--- config.mk ---
export PLATFORM = sky130hd
export DESIGN_NAME = salc_ram
export DESIGN_NICKNAME = d
export VERILOG_FILES = /design/src/salc_ram.sv
export SDC_FILE = /design/constraint.sdc
export NUM_CORES = 1
export LEC_CHECK = 0
export ABC_CLOCK_PERIOD_IN_PS = 1800
export BUFFER_PORTS_ARGS = -buffer_cell sky130_fd_sc_hd__buf_4
export CAP_MARGIN = 30
export CORE_ASPECT_RATIO = 0.75
export CORE_MARGIN = 2
export CORE_UTILIZATION = 35
export CTS_BUF_LIST = sky130_fd_sc_hd__clkbuf_8
export CTS_CLUSTER_SIZE = 40
export DETAILED_ROUTE_END_ITERATION = 10
export GPL_TIMING_DRIVEN = 0
export PLACE_DENSITY = 0.53
export SLEW_MARGIN = 30
export SYNTH_ARGS = -nofsm -noshare
export SYNTH_HDL_FRONTEND = slang
export SYNTH_SLANG_ARGS = --single-unit
--- constraint.sdc ---
create_clock -name clk -period 1.8 [get_ports clk]
set_input_delay 0.36 -clock clk [delete_from_list [all_inputs] [get_ports clk]]
set_output_delay 0.36 -clock clk [all_outputs]
set_load 0.01 [all_outputs]
--- src/salc_ram.sv ---
// Generic single-write, single-read RAM with registered read data.
// No dependencies.
module salc_ram #(
  parameter int WIDTH = 8,
  parameter int DEPTH = 2
) (
  input  logic                     clk,
  input  logic                     we,
  input  logic [$clog2(DEPTH)-1:0] waddr,
  input  logic [WIDTH-1:0]         wdata,
  input  logic                     re,
  input  logic [$clog2(DEPTH)-1:0] raddr,
  output logic [WIDTH-1:0]         rdata
);

  logic [WIDTH-1:0] mem [DEPTH];

  // Write and registered read
  always_ff @(posedge clk) begin
    if (we) begin
      mem[waddr] <= wdata;
    end
    if (re) begin
      rdata <= mem[raddr];
    end
  end

endmodule

==> reports/metrics.yaml <==
synthesis:
  yosys_warnings: 0
  yosys-top-cells-count: "edfxtp_1, mux2_4, and2_1, buf_6, nor2b_1"
  yosys.area.top_type: "edfxtp_1"
  netlist_area_sq_um: 865
  synth_top_area_share_pct: 83.4
  synth_edf_count: 24
  synth-seq-cells: 24
  syn-instance-count: 35
  synth_seq_area_share_pct: 83.4
  syn_nets: 48
  synth.area.top_cells: "edfxtp_1, mux2_4, buf_6"
  syn_area_per_cell_sq_um: 24.7
  ys.flop_type: "edfxtp_1"
  ys_types: 5
  synth_most_common_cell: "edfxtp_1"
  synthArstFlopShare_pct: 0
worst_setup_path:
  required_ns: 1.44
  endpoint_kind: "primary output"
  startpoint: "rdata[5]$_DFFE_PP_"
  crit_type: "flip-flop to primary output"
  cp.buffers_inverters: 1
  cp.arrival_ns: 0.79
  critPathMaxFanout: 1
  worstPathCellList: "buf_4"
  reg2reg_from: "mem[1][5]$_DFFE_PP_"
  cpPeakStageDelay_ns: 0.38
  cp_top_family: "flip-flops"
  cp-start-kind: "flip-flop"
  cp_slowest_cell: "edfxtp_1"
min_path:
  hp-class: "input port to flip-flop"
  worstHoldStart: "wdata[2]"
power:
  ir_drop_mv: 0.447
  seq_power_share_pct: 54.6
  switching_share_pct: 17.2
  switchingPower_mw: 0.211
  p_per_area_mw_per_mm2: 1090
  power.share.clock_pct: 37.8
  p_leak_nw: 0.432
  combinationalPowerShare_pct: 7.6
  intPower_mw: 1.01
route:
  viasPerCell: 4.15
  postRouteAntennaNets: 0
  routed_wl_mm: 1.14
  dr_total_vias: 382
  drcViolationCount: 0
  drt_iter0_markers: 7
  wire_per_inst_um: 12.4
  firstDrtPassIters: 3
global_route:
  antenna_found_initial: 0
  gr-total-overflow: 0
  grt_pass1_wl_mm: 1.59
  grt_use_total_pct: 8.88
  grt_max_degree: 15
  first_global_vias: 354
sta:
  rsz0062_at_grt: "false"
  tightest_slew_ns: 0.697
  finalCriticalPeriod_ns: 1.15
  setup_viol_count_final: 0
  fin_ws_ns: 0.646
  drv_slew: 0
  tns_ns: 0
  fin_skew_ns: 0.00598
  min_period_over_period_pct: 64.1
  relSlewSlack_pct: 53.4
  fmax_ghz: 0.867
  hold_viol_final: 0
placement:
  pre_cts_ws_ns: 0.352
  portBuffers: 19
  placed_cell_area_sq_mm: 0.00105
  gp_congestion: 0.603
  dp.cells: 88
clocking:
  cts_buffer_depth: 2
  clk_latency_ns: 0.27
  cts-buffers-inserted: 3
  cts.sinks: 24
  cts_resized: 0
  cts-root-buf: "clkbuf_8"
  cts-htree-levels: 1
  path_clk_slew_ns: 0.08
  cts_hold_buf: 0
  cts_setup_buffers: 0
  tritoncts: "yes"
layout:
  antenna-diode-count: 0
  nNetsFinal: 72
  final_cells: 92
  fin_area_sq_mm: 0.00112
  syn_to_final_growth_pct: 29.7
  final_util_pct: 48.2
  drive_above_1_share_pct: 55.2
die:
  rows: 15
  ios: 21
  die-area_sq_mm: 0.00289
  coreArea_sq_mm: 0.00233
  die_y_um: 47.0
  die_w_um: 61.4
  start_util_pct: 37.2
flow_run:
  maxCapViolations: 0
outcome:
  status: "complete, no violations"
==> cells in the final DEF, fill, tap and decap left out <==
cell,synthesis,routed
and2_1,1,1
buf_4,0,19
buf_6,1,1
bufinv_16,0,1
clkbuf_8,0,3
edfxtp_1,24,24
mux2_4,8,8
nor2b_1,1,1
==> layer usage <==
metal / routed length [um] / GRT usage (%)
met4: 12 / 2.55
met3: 115 / 6.06
met2: 567 / 14.9
met1: 445 / 9.19
met5: 0 / 0
==> logic make-up (layout without fill, tap and decap cells) <==
group	Yosys count	count (layout)	share of synthesized area [%]
buffers and inverters	1	24	1.30
AND/OR/NAND/NOR	2	2	1.45
flip-flops	24	24	83.4
multiplexers	8	8	13.9
==> registers in the layout, indices dropped and copies added (netlist names) <==
name and count:
mem 16, rdata 8
==> final timing paths <==
kind | end | slack [ns] | depth (start not counted)
setup / recovery | rdata[5] | 0.65 | 1
hold reg to reg | rdata[2]$_DFFE_PP_ | 0.54 | 1
setup reg to reg | rdata[5]$_DFFE_PP_ | 0.91 | 1
hold / removal | mem[1][2]$_DFFE_PP_ | 0.27 | 1
==> power by group through the flow <==
stage / Combinational, mW / Sequential [mW] / Clock (mW)
final: 0.0935 / 0.669 / 0.463
after global routing: 0.101 / 0.672 / 0.496
after CTS: 0.0959 / 0.669 / 0.478
after detailed placement: 0.0959 / 0.682 / 0
after global placement: 0.0938 / 0.680 / 0
after floorplan: 0.0382 / 0.688 / 0
==> stage by stage <==
step / power (mW) / hold WS [ns]
floorplan: 0.726 / 0.459
global placement: 0.774 / 0.531
detailed placement: 0.778 / 0.536
CTS: 1.24 / 0.267
global route: 1.27 / 0.262
finish: 1.22 / 0.273
==> cell type report <==
class                           instances  area [sq um]
Clock buffer                            3          41.3
Multi-Input combinational cell         10           133
Fill cell                             215          1210
Tap cell                               34          42.5
Timing Repair Buffer                   19           143
Sequential cell                        24           721
Buffer                                  1          11.3
Clock inverter                          1          30.0
Note: power is estimated with default switching activity, not from simulation.
